[src/rtl/core/selp_pkg.sv]
// Shared types and constants of the serial epoch line parser.
package selp_pkg;

    localparam int LINE_BUFFER_BYTES = 64;
    localparam int LINE_CNT_W        = $clog2(LINE_BUFFER_BYTES);

    localparam int BYTE_W   = 8;
    localparam int MS_W     = 32;
    localparam int EPOCH_W  = 31;
    localparam int STATUS_W = 2;

    localparam int IN_DATA_W  = 40;   // 8 + 32, already whole bytes
    localparam int OUT_DATA_W = 96;   // 31 + 1 + 31 + 32 = 95, padded
    localparam int OUT_USER_W = STATUS_W;

    localparam int PREFIX_LEN = 5;
    localparam int PREFIX_W   = 3;

    localparam logic [EPOCH_W-1:0] MAX_VALUE = {EPOCH_W{1'b1}};

    localparam logic [BYTE_W-1:0] CH_CR    = 8'h0D;
    localparam logic [BYTE_W-1:0] CH_LF    = 8'h0A;
    localparam logic [BYTE_W-1:0] CH_NUL   = 8'h00;
    localparam logic [BYTE_W-1:0] CH_SPACE = 8'h20;
    localparam logic [BYTE_W-1:0] CH_TAB   = 8'h09;
    localparam logic [BYTE_W-1:0] CH_VT    = 8'h0B;
    localparam logic [BYTE_W-1:0] CH_FF    = 8'h0C;
    localparam logic [BYTE_W-1:0] CH_PLUS  = 8'h2B;
    localparam logic [BYTE_W-1:0] CH_MINUS = 8'h2D;
    localparam logic [BYTE_W-1:0] CH_ZERO  = 8'h30;
    localparam logic [BYTE_W-1:0] CH_NINE  = 8'h39;

    typedef enum logic [STATUS_W-1:0] {
        ST_SYNCED   = 2'd0,
        ST_REJECTED = 2'd1,
        ST_OVERFLOW = 2'd2
    } t_status;

    // "TIME:" one character per position
    function automatic logic [BYTE_W-1:0] prefix_char(input logic [PREFIX_W-1:0] pos);
        logic [BYTE_W-1:0] c;
        case (pos)
            3'd0:    c = 8'h54;
            3'd1:    c = 8'h49;
            3'd2:    c = 8'h4D;
            3'd3:    c = 8'h45;
            3'd4:    c = 8'h3A;
            default: c = 8'hFF;
        endcase
        return c;
    endfunction

endpackage

[src/rtl/core/serial_epoch_line_parser.sv]
// Top level: per-byte TIME:<decimal> line parser with a two-entry result buffer.
//
//  channel   dir  tdata (low bit up)                                 tuser
//  s_axis    in   data_byte[7:0], now_ms[39:8]                       -
//  m_axis    out  line_epoch[30:0], has_synced[31],                  status[1:0]
//                 last_epoch[62:32], last_sync_ms[94:63], zero[95]
//
// One word per cycle while s_axis_tready is high: each byte updates the line state in the cycle it is taken.
// A newline or an overflow gives a result word, registered before it appears on m_axis.
// Results go to an output register with a skid register behind it, so bytes keep
// flowing while one result waits; s_axis_tready drops only when both are full.
// Reset (synchronous, active low) clears the line state, the sync record and the
// result buffer.
module serial_epoch_line_parser
    import selp_pkg::*;
(
    input  logic                  i_clk,
    input  logic                  i_rst_n,
    input  logic                  s_axis_tvalid,
    output logic                  s_axis_tready,
    input  logic [IN_DATA_W-1:0]  s_axis_tdata,   // data_byte, now_ms
    output logic                  m_axis_tvalid,
    input  logic                  m_axis_tready,
    output logic [OUT_DATA_W-1:0] m_axis_tdata,   // line_epoch, has_synced, last_epoch,
                                                  // last_sync_ms, pad
    output logic [OUT_USER_W-1:0] m_axis_tuser    // status
);

    typedef enum logic [2:0] {
        PH_PREFIX = 3'd0,
        PH_SPACE  = 3'd1,
        PH_SIGNED = 3'd2,
        PH_DIGITS = 3'd3,
        PH_ENDED  = 3'd4,
        PH_BAD    = 3'd5
    } t_phase;

    t_phase                r_phase,      n_phase;
    logic [PREFIX_W-1:0]   r_prefix_pos, n_prefix_pos;
    logic                  r_minus,      n_minus;
    logic                  r_digit_seen, n_digit_seen;
    logic [EPOCH_W-1:0]    r_value,      n_value;
    logic [LINE_CNT_W-1:0] r_line_count, n_line_count;
    logic                  r_synced,     n_synced;
    logic [EPOCH_W-1:0]    r_sync_epoch, n_sync_epoch;
    logic [MS_W-1:0]       r_sync_ms,    n_sync_ms;

    logic                  r_out_valid;
    logic [OUT_DATA_W-1:0] r_out_data;
    logic [OUT_USER_W-1:0] r_out_user;
    logic                  r_skid_valid;
    logic [OUT_DATA_W-1:0] r_skid_data;
    logic [OUT_USER_W-1:0] r_skid_user;

    logic                  accept;
    logic                  pop;
    logic [BYTE_W-1:0]     in_byte;
    logic [MS_W-1:0]       in_ms;
    logic                  is_digit;
    logic                  is_space;
    logic [EPOCH_W+3:0]    mac;
    logic                  line_ok;
    logic                  res_valid;
    t_status               res_status;
    logic [EPOCH_W-1:0]    res_epoch;
    logic [OUT_DATA_W-1:0] res_data;

    assign in_byte = s_axis_tdata[BYTE_W-1:0];
    assign in_ms   = s_axis_tdata[BYTE_W+MS_W-1:BYTE_W];

    assign s_axis_tready = !r_skid_valid;
    assign accept        = s_axis_tvalid && s_axis_tready;
    assign pop           = r_out_valid && m_axis_tready;

    assign is_digit = (in_byte >= CH_ZERO) && (in_byte <= CH_NINE);
    assign is_space = (in_byte == CH_SPACE) || (in_byte == CH_TAB) ||
                      (in_byte == CH_VT) || (in_byte == CH_FF);

    // acc * 10 + digit, as two shifts and adds
    assign mac = ({4'b0, r_value} << 3) + ({4'b0, r_value} << 1) +
                 (EPOCH_W+4)'(in_byte - CH_ZERO);

    assign line_ok = ((r_phase == PH_DIGITS) || (r_phase == PH_ENDED)) &&
                     r_digit_seen && !r_minus && (r_value != '0);

    always_comb begin
        n_phase      = r_phase;
        n_prefix_pos = r_prefix_pos;
        n_minus      = r_minus;
        n_digit_seen = r_digit_seen;
        n_value      = r_value;
        n_line_count = r_line_count;
        n_synced     = r_synced;
        n_sync_epoch = r_sync_epoch;
        n_sync_ms    = r_sync_ms;
        res_valid    = 1'b0;
        res_status   = ST_REJECTED;
        res_epoch    = '0;

        if (accept && (in_byte != CH_CR)) begin
            if (in_byte == CH_LF) begin
                res_valid = 1'b1;
                if (line_ok) begin
                    res_status   = ST_SYNCED;
                    res_epoch    = r_value;
                    n_synced     = 1'b1;
                    n_sync_epoch = r_value;
                    n_sync_ms    = in_ms;
                end
                n_phase      = PH_PREFIX;
                n_prefix_pos = '0;
                n_minus      = 1'b0;
                n_digit_seen = 1'b0;
                n_value      = '0;
                n_line_count = '0;
            end else if (r_line_count < LINE_CNT_W'(LINE_BUFFER_BYTES - 1)) begin
                n_line_count = r_line_count + 1'b1;
                case (r_phase)
                    PH_PREFIX: begin
                        if (in_byte == prefix_char(r_prefix_pos)) begin
                            n_prefix_pos = r_prefix_pos + 1'b1;
                            if (r_prefix_pos == PREFIX_W'(PREFIX_LEN - 1)) begin
                                n_phase = PH_SPACE;
                            end
                        end else begin
                            n_phase = PH_BAD;
                        end
                    end
                    PH_SPACE, PH_SIGNED, PH_DIGITS: begin
                        if (is_digit) begin
                            n_value      = (mac > {4'b0, MAX_VALUE}) ? MAX_VALUE
                                                                     : mac[EPOCH_W-1:0];
                            n_digit_seen = 1'b1;
                            n_phase      = PH_DIGITS;
                        end else if ((r_phase == PH_SPACE) && is_space) begin
                            n_phase = PH_SPACE;
                        end else if ((r_phase == PH_SPACE) &&
                                     ((in_byte == CH_PLUS) || (in_byte == CH_MINUS))) begin
                            n_minus = (in_byte == CH_MINUS);
                            n_phase = PH_SIGNED;
                        end else if ((r_phase == PH_DIGITS) && (in_byte == CH_NUL)) begin
                            n_phase = PH_ENDED;
                        end else begin
                            n_phase = PH_BAD;
                        end
                    end
                    default: begin
                        n_phase = r_phase;
                    end
                endcase
            end else begin
                // line too long: drop the byte and start over
                res_valid    = 1'b1;
                res_status   = ST_OVERFLOW;
                n_phase      = PH_PREFIX;
                n_prefix_pos = '0;
                n_minus      = 1'b0;
                n_digit_seen = 1'b0;
                n_value      = '0;
                n_line_count = '0;
            end
        end
    end

    assign res_data = {1'b0, n_sync_ms, n_sync_epoch, n_synced, res_epoch};

    always_ff @(posedge i_clk) begin
        if (!i_rst_n) begin
            r_phase      <= PH_PREFIX;
            r_prefix_pos <= '0;
            r_minus      <= 1'b0;
            r_digit_seen <= 1'b0;
            r_value      <= '0;
            r_line_count <= '0;
            r_synced     <= 1'b0;
            r_sync_epoch <= '0;
            r_sync_ms    <= '0;
            r_out_valid  <= 1'b0;
            r_skid_valid <= 1'b0;
        end else begin
            r_phase      <= n_phase;
            r_prefix_pos <= n_prefix_pos;
            r_minus      <= n_minus;
            r_digit_seen <= n_digit_seen;
            r_value      <= n_value;
            r_line_count <= n_line_count;
            r_synced     <= n_synced;
            r_sync_epoch <= n_sync_epoch;
            r_sync_ms    <= n_sync_ms;

            if (!r_out_valid || pop) begin
                if (r_skid_valid) begin
                    // skid full means no word was taken this cycle
                    r_out_valid  <= 1'b1;
                    r_out_data   <= r_skid_data;
                    r_out_user   <= r_skid_user;
                    r_skid_valid <= 1'b0;
                end else begin
                    r_out_valid <= res_valid;
                    r_out_data  <= res_data;
                    r_out_user  <= res_status;
                end
            end else if (res_valid) begin
                r_skid_valid <= 1'b1;
                r_skid_data  <= res_data;
                r_skid_user  <= res_status;
            end
        end
    end

    assign m_axis_tvalid = r_out_valid;
    assign m_axis_tdata  = r_out_data;
    assign m_axis_tuser  = r_out_user;

endmodule

[config.mk]
export PLATFORM = sky130hd
export DESIGN_NAME = serial_epoch_line_parser
export DESIGN_NICKNAME = d
export VERILOG_FILES = /design/src/rtl/core/selp_pkg.sv /design/src/rtl/core/serial_epoch_line_parser.sv
export SDC_FILE = /design/constraint.sdc
export NUM_CORES = 1
export LEC_CHECK = 0
export BUFFER_PORTS_ARGS = -buffer_cell sky130_fd_sc_hd__buf_2
export CORE_MARGIN = 1.5
export CORE_UTILIZATION = 50
export CTS_BUF_LIST = sky130_fd_sc_hd__clkbuf_2 sky130_fd_sc_hd__clkbuf_4 sky130_fd_sc_hd__clkbuf_8
export DETAILED_ROUTE_END_ITERATION = 8
export HOLD_SLACK_MARGIN = 0.1
export PLACE_DENSITY = 0.69
export SLEW_MARGIN = 20
export SYNTH_ARGS = -nofsm -noshare
export SYNTH_HDL_FRONTEND = slang
export SYNTH_SLANG_ARGS = --single-unit
[constraint.sdc]
create_clock -name i_clk -period 8.65 [get_ports i_clk]
set_clock_uncertainty 0.15 [all_clocks]
set_input_delay 0.865 -clock i_clk [delete_from_list [all_inputs] [get_ports i_clk]]
set_output_delay 0.865 -clock i_clk [all_outputs]
set_load 0.02 [all_outputs]
==> qor.csv, run 1 <==
stage,metric,value,unit
timing,worst slew pin tran,1100,ps
global_routing,total track usage,0.212,
timing,Slew Limit Headroom,0.267,
synth,Yosys cell types,72,
placed_design,DPL Wire Length,21.2,mm
layout,"most common cell after layout, fill and taps aside",nand2_1,
synth,fraction of registers with async set/reset,0,
worst_setup_path,worst reg2reg path startpoint,r_value[0]$_SDFFE_PN0P_,
worst_setup_path,Setup crit start,s_axis_tdata[4],
synth,top post-synthesis cells by area,"edfxtp_1 (40%), dfxtp_1 (15%), nand2_1 (7.0%)",
clock_network,"Hold-fix buffers, CTS",0,
synth,syn nets,1447,
timing,RSZ-0062 raised after global routing,no,
power_and_ir_drop,leakage power,7.42,nW
worst_setup_path,CP startpoint kind,input port,
worst_setup_path,WP data arrival,5080,ps
synth,"EDFF count, synth",194,
placed_design,Placed Cells incl. Taps,1802,
layout,layout net count,1586,
power_and_ir_drop,overall power,3.02,mW
global_routing,global-route wire length before repair,51.7,mm
timing,final number of setup-violating endpoints,0,
drt,via count,10300,
status,outcome,"finished, final reports clean",
global_routing,Overflow after GRT,0,
clock_network,Post-CTS Resized,0,
synth,Seq cells post-synth,305,
die,core area,28700,um2
worst_setup_path,FF-to-FF setup slack,4540,ps
clock_network,H-tree levels,2,
drt,initial drt markers,764,
power_and_ir_drop,Worst IR Drop VDD,107,uV
placed_design,IO Port Bufs,142,
worst_setup_path,CP endpoint,r_value[18]$_SDFFE_PN0P_,
placed_design,gp weighted congestion,0.927,
drt,final WL,31.9,mm
job,Max-Cap Viols,0,
clock_network,Setup Buffers After CTS,0,
worst_setup_path,R2R depth,13,
synth,YS warnings,0,
synth,post-synth top area share,0.400,
die,total I/O pin count,144,
global_routing,number of antenna violations at the first check in global routing,0,
worst_setup_path,classification of the worst setup path,in -> reg,
clock_network,CTS Buf Count,47,
global_routing,largest net degree at the start of global routing,79,
synth,ys flop type,edfxtp_1,
min_path,hold path startpoint,r_sync_epoch[3]$_SDFF_PN0_,
synth,Mapped Area,14600,um2
power_and_ir_drop,pwr dens,182,nW/um2
layout,"commonest non-fill, non-tap cells in the layout","nand2_1 (270), edfxtp_1 (194), buf_2 (142), dfxtp_1 (111), a21oi_1 (83)",
synth,sequential area share after synthesis,0.553,
clock_network,clk sinks,305,
layout,antenna cells,0,
worst_setup_path,reg2reg end,r_value[18]$_SDFFE_PN0P_,
die,Starting Density,0.507,
min_path,Worst Hold Class,reg -> reg,
drt,Avg WL per Cell,16.9,um
timing,FMAX,207,MHz
die,DIE HEIGHT,174,um
die,die area,30100,um2
die,die width,174,um
timing,final hold violation count,0,
drt,DRT antenna net count,0,
synth,Syn Area/Cell,11.0,um2
timing,fin crit period,4820,ps
drt,DR vias/cell,5.47,
clock_network,CTS tree,done,
clock_network,Worst-Skew Late Latency,570,ps
drt,DRC,0,
synth,post-synth top area cell,edfxtp_1,
synth,post-synthesis cell count,1328,
timing,Setup TNS,0,ps
layout,"non-filler cells, final",1889,
timing,period utilization,0.557,
worst_setup_path,Worst EP required,8910,ps
layout,"Core Util, Final",0.578,
worst_setup_path,worst-path fanout max,31,
timing,Final Max Tran Viols,0,
die,row count,62,
clock_network,"Reg clk slew, reported paths",60,ps
worst_setup_path,Critical Path Sink Type,flop,
global_routing,vias in the first global route,10000,
clock_network,CTS Root Cell,clkbuf_8,
layout,Area Overhead vs Synth,14.0,%
drt,Initial DRT Pass Iterations,5,
clock_network,Max clock buf depth,3,
layout,layout cells sized above 1,0.232,
per-stage QoR:
step | instance area (um2) | hold WS [ps] | worst slack, ps
detailed placement | 15600 | 295 | 3300
global placement | 15600 | 290 | 3310
floorplan | 14600 | 285 | 1780
CTS | 16600 | 304 | 3860
finish | 16600 | 302 | 3830
global route | 16600 | 317 | 3460
final cells by class:
class / instances / area (um2)
Timing Repair Buffer: 154 / 801
Fill cell: 2440 / 12100
Clock buffer: 73 / 886
Sequential cell: 305 / 8050
Tap cell: 384 / 480
Inverter: 56 / 210
Multi-Input combinational cell: 903 / 6020
Clock inverter: 14 / 159
registers in the layout, indices dropped and copies added (netlist names):
register,cells
m_axis_tdata,95
r_skid_data,95
r_sync_ms,32
r_sync_epoch,31
r_value,31
r_line_count,6
r_phase,3
r_prefix_pos,3
m_axis_tuser,2
r_skid_user,2
m_axis_tvalid,1
r_digit_seen,1
r_minus,1
r_skid_valid,1
r_synced,1
Yosys cell counts (11+ instances only):
cell type	count
nand3_1	18
xnor2_1	17
xor2_1	12
nor2_1	38
ha_1	45
nand2_1	270
nor4_1	13
dfxtp_1	111
o21ai_0	53
fa_1	30
and2_1	43
nand2_2	27
a22oi_1	24
o211ai_1	14
edfxtp_1	194
nor3_1	18
mux2_2	64
a21oi_1	83
a21o_1	12
inv_1	56
clkbuf_1	43
buf_2	11
kinds of logic (layout without fill, tap and decap cells):
kind of cell,after synthesis,count (layout),synth area share
other,1,1,0.000258
buffers and inverters,120,297,0.0356
adder cells (fa/ha/maj),75,75,0.0799
XOR/XNOR,29,29,0.0174
AO/OA/AOI/OAI,251,251,0.108
AND/OR/NAND/NOR,479,479,0.154
flip-flops,305,305,0.553
multiplexers,68,68,0.0523
power breakdown:
part	switching [mW]	total, mW	leakage (nW)	internal, mW
sequential	0.00991	1.56	2.88	1.55
clock	0.545	1.29	0.559	0.747
combinational	0.109	0.163	3.98	0.0534
worst min path at each step:
stage          cells after the start  slack (ps)                           to
3_3_place_gp                       2         290  r_sync_epoch[14]$_SDFF_PN0_
2_1_floorplan                      2         290   r_sync_epoch[0]$_SDFF_PN0_
6_report                           2         300   r_sync_epoch[3]$_SDFF_PN0_
5_1_grt                            2         320   r_sync_epoch[6]$_SDFF_PN0_
3_5_place_dp                       2         300   r_sync_epoch[6]$_SDFF_PN0_
4_1_cts                            2         300   r_sync_epoch[6]$_SDFF_PN0_
worst max-delay path: stages:
cell and delay [ps]:
buf_2 120, ha_1 240, nor3_2 120, buf_4 420, fa_1 510, ha_1 430, nand4_1 190, nor3_1 300
a211oi_1 140, a2111oi_0 690, o21ai_0 170, o2bb2ai_1 170, a211oi_2 200, buf_4 350, o21ai_0 130
routing by layer:
metal,GRT usage,vias up,part of all wire
met5,0,-,0
met4,0.0614,0,0.018
met3,0.0270,48,0.051
met2,0.348,278,0.47
met1,0.296,4997,0.46
li1,-,5010,-
Note: power is estimated with default switching activity, not from simulation.
==> inputs of run 2 (changes only) <==
==> constraint.sdc (replaced) <==
create_clock -name i_clk -period 4.7 [get_ports i_clk]
set_clock_uncertainty 0.15 [all_clocks]
set_input_delay 0.47 -clock i_clk [delete_from_list [all_inputs] [get_ports i_clk]]
set_output_delay 0.47 -clock i_clk [all_outputs]
set_load 0.02 [all_outputs]
==> run 2 against run 1 <==
Clock power increased by 84%. Combinational power rose by 100%. Via count is 1.0% higher. Critical path depth is 2 lower. Sequential cell count is the same. Die area is the same. Global-route usage increased by 0.49 points. Register-to-register slack lost 3800 ps.
==> qor.csv, run 2 (synthesis results as in run 1) <==
stage,metric,value,unit
placed_design,gp weighted congestion,0.890,
drt,DRC,0,
die,total I/O pin count,144,
clock_network,Setup Buffers After CTS,0,
layout,Area Overhead vs Synth,16.8,%
clock_network,Max clock buf depth,3,
clock_network,CTS Buf Count,49,
timing,Setup TNS,0,ps
power_and_ir_drop,overall power,5.59,mW
timing,RSZ-0062 raised after global routing,no,
die,Starting Density,0.507,
job,Max-Cap Viols,0,
clock_network,clk sinks,305,
global_routing,largest net degree at the start of global routing,68,
global_routing,global-route wire length before repair,53.1,mm
timing,FMAX,254,MHz
timing,period utilization,0.837,
global_routing,total track usage,0.217,
worst_setup_path,classification of the worst setup path,reg -> reg,
drt,DR vias/cell,5.40,
global_routing,Overflow after GRT,0,
placed_design,Placed Cells incl. Taps,1813,
die,row count,62,
status,outcome,"finished, final reports clean",
timing,final number of setup-violating endpoints,0,
drt,DRT antenna net count,0,
layout,layout net count,1628,
drt,final WL,32.4,mm
clock_network,CTS tree,done,
drt,Initial DRT Pass Iterations,5,
drt,Avg WL per Cell,16.7,um
global_routing,number of antenna violations at the first check in global routing,0,
global_routing,vias in the first global route,10400,
timing,final hold violation count,0,
layout,"most common cell after layout, fill and taps aside",nand2_1,
worst_setup_path,worst-path fanout max,16,
clock_network,CTS Root Cell,clkbuf_8,
die,core area,28700,um2
layout,fillers,2416,
placed_design,DPL Wire Length,21.0,mm
clock_network,H-tree levels,2,
power_and_ir_drop,pwr dens,329,nW/um2
layout,"commonest non-fill, non-tap cells in the layout","nand2_1 (270), edfxtp_1 (194), buf_2 (142), dfxtp_1 (111), a21oi_1 (83)",
timing,worst slew pin tran,987,ps
min_path,Worst Hold Class,in -> reg,
clock_network,"Hold-fix buffers, CTS",29,
placed_design,Area after DPL,15700,um2
layout,layout cells sized above 1,0.231,
worst_setup_path,Setup crit start,r_value[2]$_SDFFE_PN0P_,
die,DIE HEIGHT,174,um
timing,Slew Limit Headroom,0.342,
power_and_ir_drop,leakage power,7.60,nW
worst_setup_path,WP data arrival,4190,ps
worst_setup_path,Worst EP required,4960,ps
drt,initial drt markers,721,
drt,via count,10400,
min_path,hold path startpoint,s_axis_tdata[26],
clock_network,Worst-Skew Late Latency,570,ps
die,die area,30100,um2
worst_setup_path,CP startpoint kind,flop,
timing,fin crit period,3930,ps
clock_network,Post-CTS Resized,0,
worst_setup_path,Critical Path Sink Type,flop,
timing,Final Max Tran Viols,0,
placed_design,IO Port Bufs,142,
worst_setup_path,worst reg2reg path startpoint,r_value[2]$_SDFFE_PN0P_,
clock_network,"Reg clk slew, reported paths",60,ps
die,die width,174,um
layout,antenna cells,0,
layout,"Design Area, Final",17000,um2
layout,"non-filler cells, final",1932,
power_and_ir_drop,Worst IR Drop VDD,181,uV
-- run 2: cell types whose count changed in the layout (fill, tap and decap cells not counted) --
cell and delta:
clkinv_8 -1, clkinv_1 +4, and2_2 -1, clkinv_2 -1
nor3_4 +1, and2_1 +1, inv_8 -1, buf_4 +9
clkinvlp_4 +2, buf_12 +2, nor3_2 -1, dlygate4sd3_1 +29
-- run 2: metal layers --
layer / vias to the layer above / wire (um) / GRT usage
met3: 50 / 1480 / 0.0320
met4: 0 / 641 / 0.0618
met5: - / 0 / 0
met1: 5053 / 14600 / 0.288
li1: 5083 / - / -
met2: 254 / 15600 / 0.369
-- run 2: cell type report --
type / count / area, um2 / area share
tap: 384 / 480 / 0.0283
sequential: 305 / 8050 / 0.473
timing repair buffer: 194 / 1200 / 0.0705
clock inverter: 17 / 156 / 0.00920
inverter: 56 / 210 / 0.0124
multi-input combinational: 903 / 6020 / 0.354
clock buffer: 73 / 886 / 0.0521
-- run 2: worst max-delay path, cell delays in order (launching register included) --
cell	delay, ps
dfxtp_1	450
inv_1	90
fa_1	490
inv_1	70
fa_1	480
a211oi_1	350
o211ai_1	160
a22oi_1	390
a21oi_1	240
o211ai_1	220
o2bb2ai_1	110
a211oi_2	230
buf_4	250
a311oi_1	110
-- run 2: power by group --
part           switching, mW  internal [mW]
Sequential            0.0165           2.86
Clock                   1.01           1.37
Combinational          0.207          0.121
Total                   1.24           4.35
-- run 2: path summary, 6_finish.rpt --
path	to	slack (ps)	cells past startpoint
max	r_value[27]$_SDFFE_PN0P_	770	13
min	r_skid_data[81]$_DFFE_PP_	120	3
max reg2reg	r_value[27]$_SDFFE_PN0P_	770	13
min reg2reg	r_sync_epoch[8]$_SDFF_PN0_	300	2
-- run 2: stage by stage --
| step | worst slack, ps | hold slack, ps | util |
|---|---|---|---|
| after global routing | 474 | 119 | 0.592 |
| after floorplan | 138 | 285 | - |
| after CTS | 762 | 104 | 0.592 |
| final | 766 | 116 | 0.592 |
| after detailed placement | 324 | 297 | 0.546 |
| after global placement | 344 | 290 | 0.546 |
==> inputs of run 3 (changes only) <==
--- a/config.mk
+++ b/config.mk
@@ -11,7 +11,7 @@
 export CTS_BUF_LIST = sky130_fd_sc_hd__clkbuf_2 sky130_fd_sc_hd__clkbuf_4 sky130_fd_sc_hd__clkbuf_8
 export DETAILED_ROUTE_END_ITERATION = 8
 export HOLD_SLACK_MARGIN = 0.1
-export PLACE_DENSITY = 0.69
+export PLACE_DENSITY = 0.72
 export SLEW_MARGIN = 20
 export SYNTH_ARGS = -nofsm -noshare
 export SYNTH_HDL_FRONTEND = slang
==> constraint.sdc (replaced) <==
create_clock -name i_clk -period 3.55 [get_ports i_clk]
set_clock_uncertainty 0.15 [all_clocks]
set_input_delay 0.355 -clock i_clk [delete_from_list [all_inputs] [get_ports i_clk]]
set_output_delay 0.355 -clock i_clk [all_outputs]
set_load 0.02 [all_outputs]
==> run 3 against run 2 <==
The flow now finishes with violations (setup timing). Cell count increased by 7.8%. Final area up 8.9%. Register-to-register slack worse by 780 ps. Clock power is 26% higher. Clock-buffer cell count increased by 1. First-iteration DRC count up 28%. Combinational power rose by 71%. Fmax grew 10%. Via count up 7.5%. Non-clock buffer count is 152 higher. Largest power group unchanged.
==> qor.csv, run 3 (synthesis results as in run 1) <==
stage,metric,value,unit
timing,fin crit period,3560,ps
layout,layout cells sized above 1,0.322,
placed_design,Area after DPL,16800,um2
power_and_ir_drop,overall power,7.37,mW
layout,"Design Area, Final",18500,um2
global_routing,largest net degree at the start of global routing,67,
drt,DRT antenna net count,0,
global_routing,global-route wire length before repair,56.6,mm
drt,Initial DRT Pass Iterations,5,
global_routing,total track usage,0.231,
timing,final hold violation count,0,
placed_design,Setup WS pre-CTS,-614,ps
power_and_ir_drop,leakage power,8.39,nW
timing,Slew Limit Headroom,0.271,
clock_network,CTS tree,done,
placed_design,gp weighted congestion,0.962,
clock_network,"Reg clk slew, reported paths",60,ps
timing,Hold WS,204,ps
clock_network,H-tree levels,2,
timing,final number of setup-violating endpoints,6,
clock_network,CTS Root Cell,clkbuf_8,
worst_setup_path,"Slowest-stage cell, CP",fa_1,
layout,antenna cells,0,
status,failing checks,setup timing,
clock_network,Worst-Skew Late Latency,560,ps
die,die width,174,um
drt,DRC,0,
power_and_ir_drop,Worst IR Drop VDD,242,uV
worst_setup_path,Setup crit start,r_value[9]$_SDFFE_PN0P_,
die,Starting Density,0.507,
status,outcome,"finished, violations left",
worst_setup_path,worst path cell trace,"fa_1, ha_4, nand4_1, nor3_2, a211oi_2, a2111oi_4, o21ai_1, o2bb2ai_2, a211oi_4, buf_4, buf_4, o21ai_0",
timing,Setup TNS,-44.8,ps
global_routing,Overflow after GRT,0,
drt,Avg WL per Cell,17.0,um
timing,final worst setup slack,-14.5,ps
worst_setup_path,cell mode on critical path,buf_4,
worst_setup_path,classification of the worst setup path,reg -> reg,
layout,layout net count,1778,
drt,DR vias/cell,5.39,
worst_setup_path,worst reg2reg path startpoint,r_value[9]$_SDFFE_PN0P_,
worst_setup_path,CP startpoint kind,flop,
timing,period utilization,1.00,
die,total I/O pin count,144,
drt,final WL,35.3,mm
timing,worst slew pin tran,1090,ps
worst_setup_path,Critical Path Sink Type,flop,
timing,Final Max Tran Viols,0,
layout,Area Overhead vs Synth,27.1,%
timing,FMAX,281,MHz
min_path,hold path startpoint,s_axis_tdata[2],
layout,"commonest non-fill, non-tap cells in the layout","nand2_1 (268), edfxtp_1 (194), buf_4 (152), buf_2 (140), dfxtp_1 (104)",
placed_design,IO Port Bufs,142,
worst_setup_path,Worst EP required,3830,ps
worst_setup_path,max incr delay on CP,500,ps
die,die area,30100,um2
drt,initial drt markers,923,
layout,"most common cell after layout, fill and taps aside",nand2_1,
power_and_ir_drop,pwr dens,398,nW/um2
drt,via count,11200,
global_routing,number of antenna violations at the first check in global routing,0,
worst_setup_path,WP data arrival,3850,ps
die,DIE HEIGHT,174,um
worst_setup_path,worst-path fanout max,4,
min_path,Worst Hold Class,in -> reg,
die,core area,28700,um2
job,Max-Cap Viols,0,
global_routing,vias in the first global route,11100,
placed_design,DPL Wire Length,23.7,mm
worst_setup_path,FF-to-FF setup slack,-10,ps
clock_network,clk sinks,305,
timing,RSZ-0062 raised after global routing,yes,
clock_network,CTS Buf Count,47,
die,row count,62,
clock_network,Max clock buf depth,3,
## run 3: cell types whose count changed in the layout (fill, tap and decap cells not counted), moves of 5 or more
cell | previous run | this run
buf_6 | 0 | 6
dfxtp_1 | 111 | 104
dfxtp_2 | 0 | 7
buf_12 | 2 | 11
clkbuf_8 | 54 | 47
dlygate4sd3_1 | 29 | 36
a21oi_2 | 0 | 8
clkbuf_4 | 19 | 27
a21oi_1 | 83 | 74
o21ai_1 | 8 | 13
buf_4 | 21 | 152
o21ai_0 | 53 | 44
## run 3: layout make-up
class,count,area (um2)
Tap cell,384,480
Multi-Input combinational cell,903,6280
Sequential cell,305,8060
Clock buffer,74,850
Timing Repair Buffer,346,2500
Fill cell,2211,10200
Clock inverter,14,128
Inverter,56,210
## run 3: metal layers
metal	share of wire	routed length, um	track usage	vias up
li1	-	-	-	5390
met1	0.46	16400	0.330	5447
met3	0.049	1720	0.0283	57
met5	0	0	0	-
met4	0.020	712	0.0715	0
met2	0.47	16500	0.373	327
## run 3: worst paths after layout
| path | end | cells after the start |
|---|---|---|
| hold / removal | r_value[2]$_SDFFE_PN0P_ | 5 |
| setup reg to reg | r_value[29]$_SDFFE_PN0P_ | 12 |
| setup / recovery | r_value[29]$_SDFFE_PN0P_ | 12 |
| hold reg to reg | r_sync_epoch[12]$_SDFF_PN0_ | 2 |
## run 3: repair_timing
action,CTS,global route
setup buffers,6,8
gates resized for setup,26,40
endpoints found under the hold margin,92,0
gates cloned,3,2
endpoints found under the setup margin,30,31
pin swaps,12,16
hold buffers,36,0
## run 3: worst max-delay path, delay by kind of cell, from the launching register on
kind	cells	cell delay (ps)
fa+ha+maj	2	800
simple gates	2	530
compound gates	6	1190
buf+inv	2	310
flops	1	470
## run 3: power breakdown
part	leakage, nW	total, mW	internal (mW)	switching, mW
Combinational	4.99	0.559	0.247	0.312
Clock	0.521	3.00	1.68	1.33
Sequential	2.88	3.81	3.79	0.0232
Total	8.39	7.37	5.71	1.66
## run 3: stage by stage
step,utilization,instances
floorplan,-,1328
global placement,0.585,1941
detailed placement,0.585,1941
CTS,0.638,2074
global route,0.645,2082
finish,0.645,2082
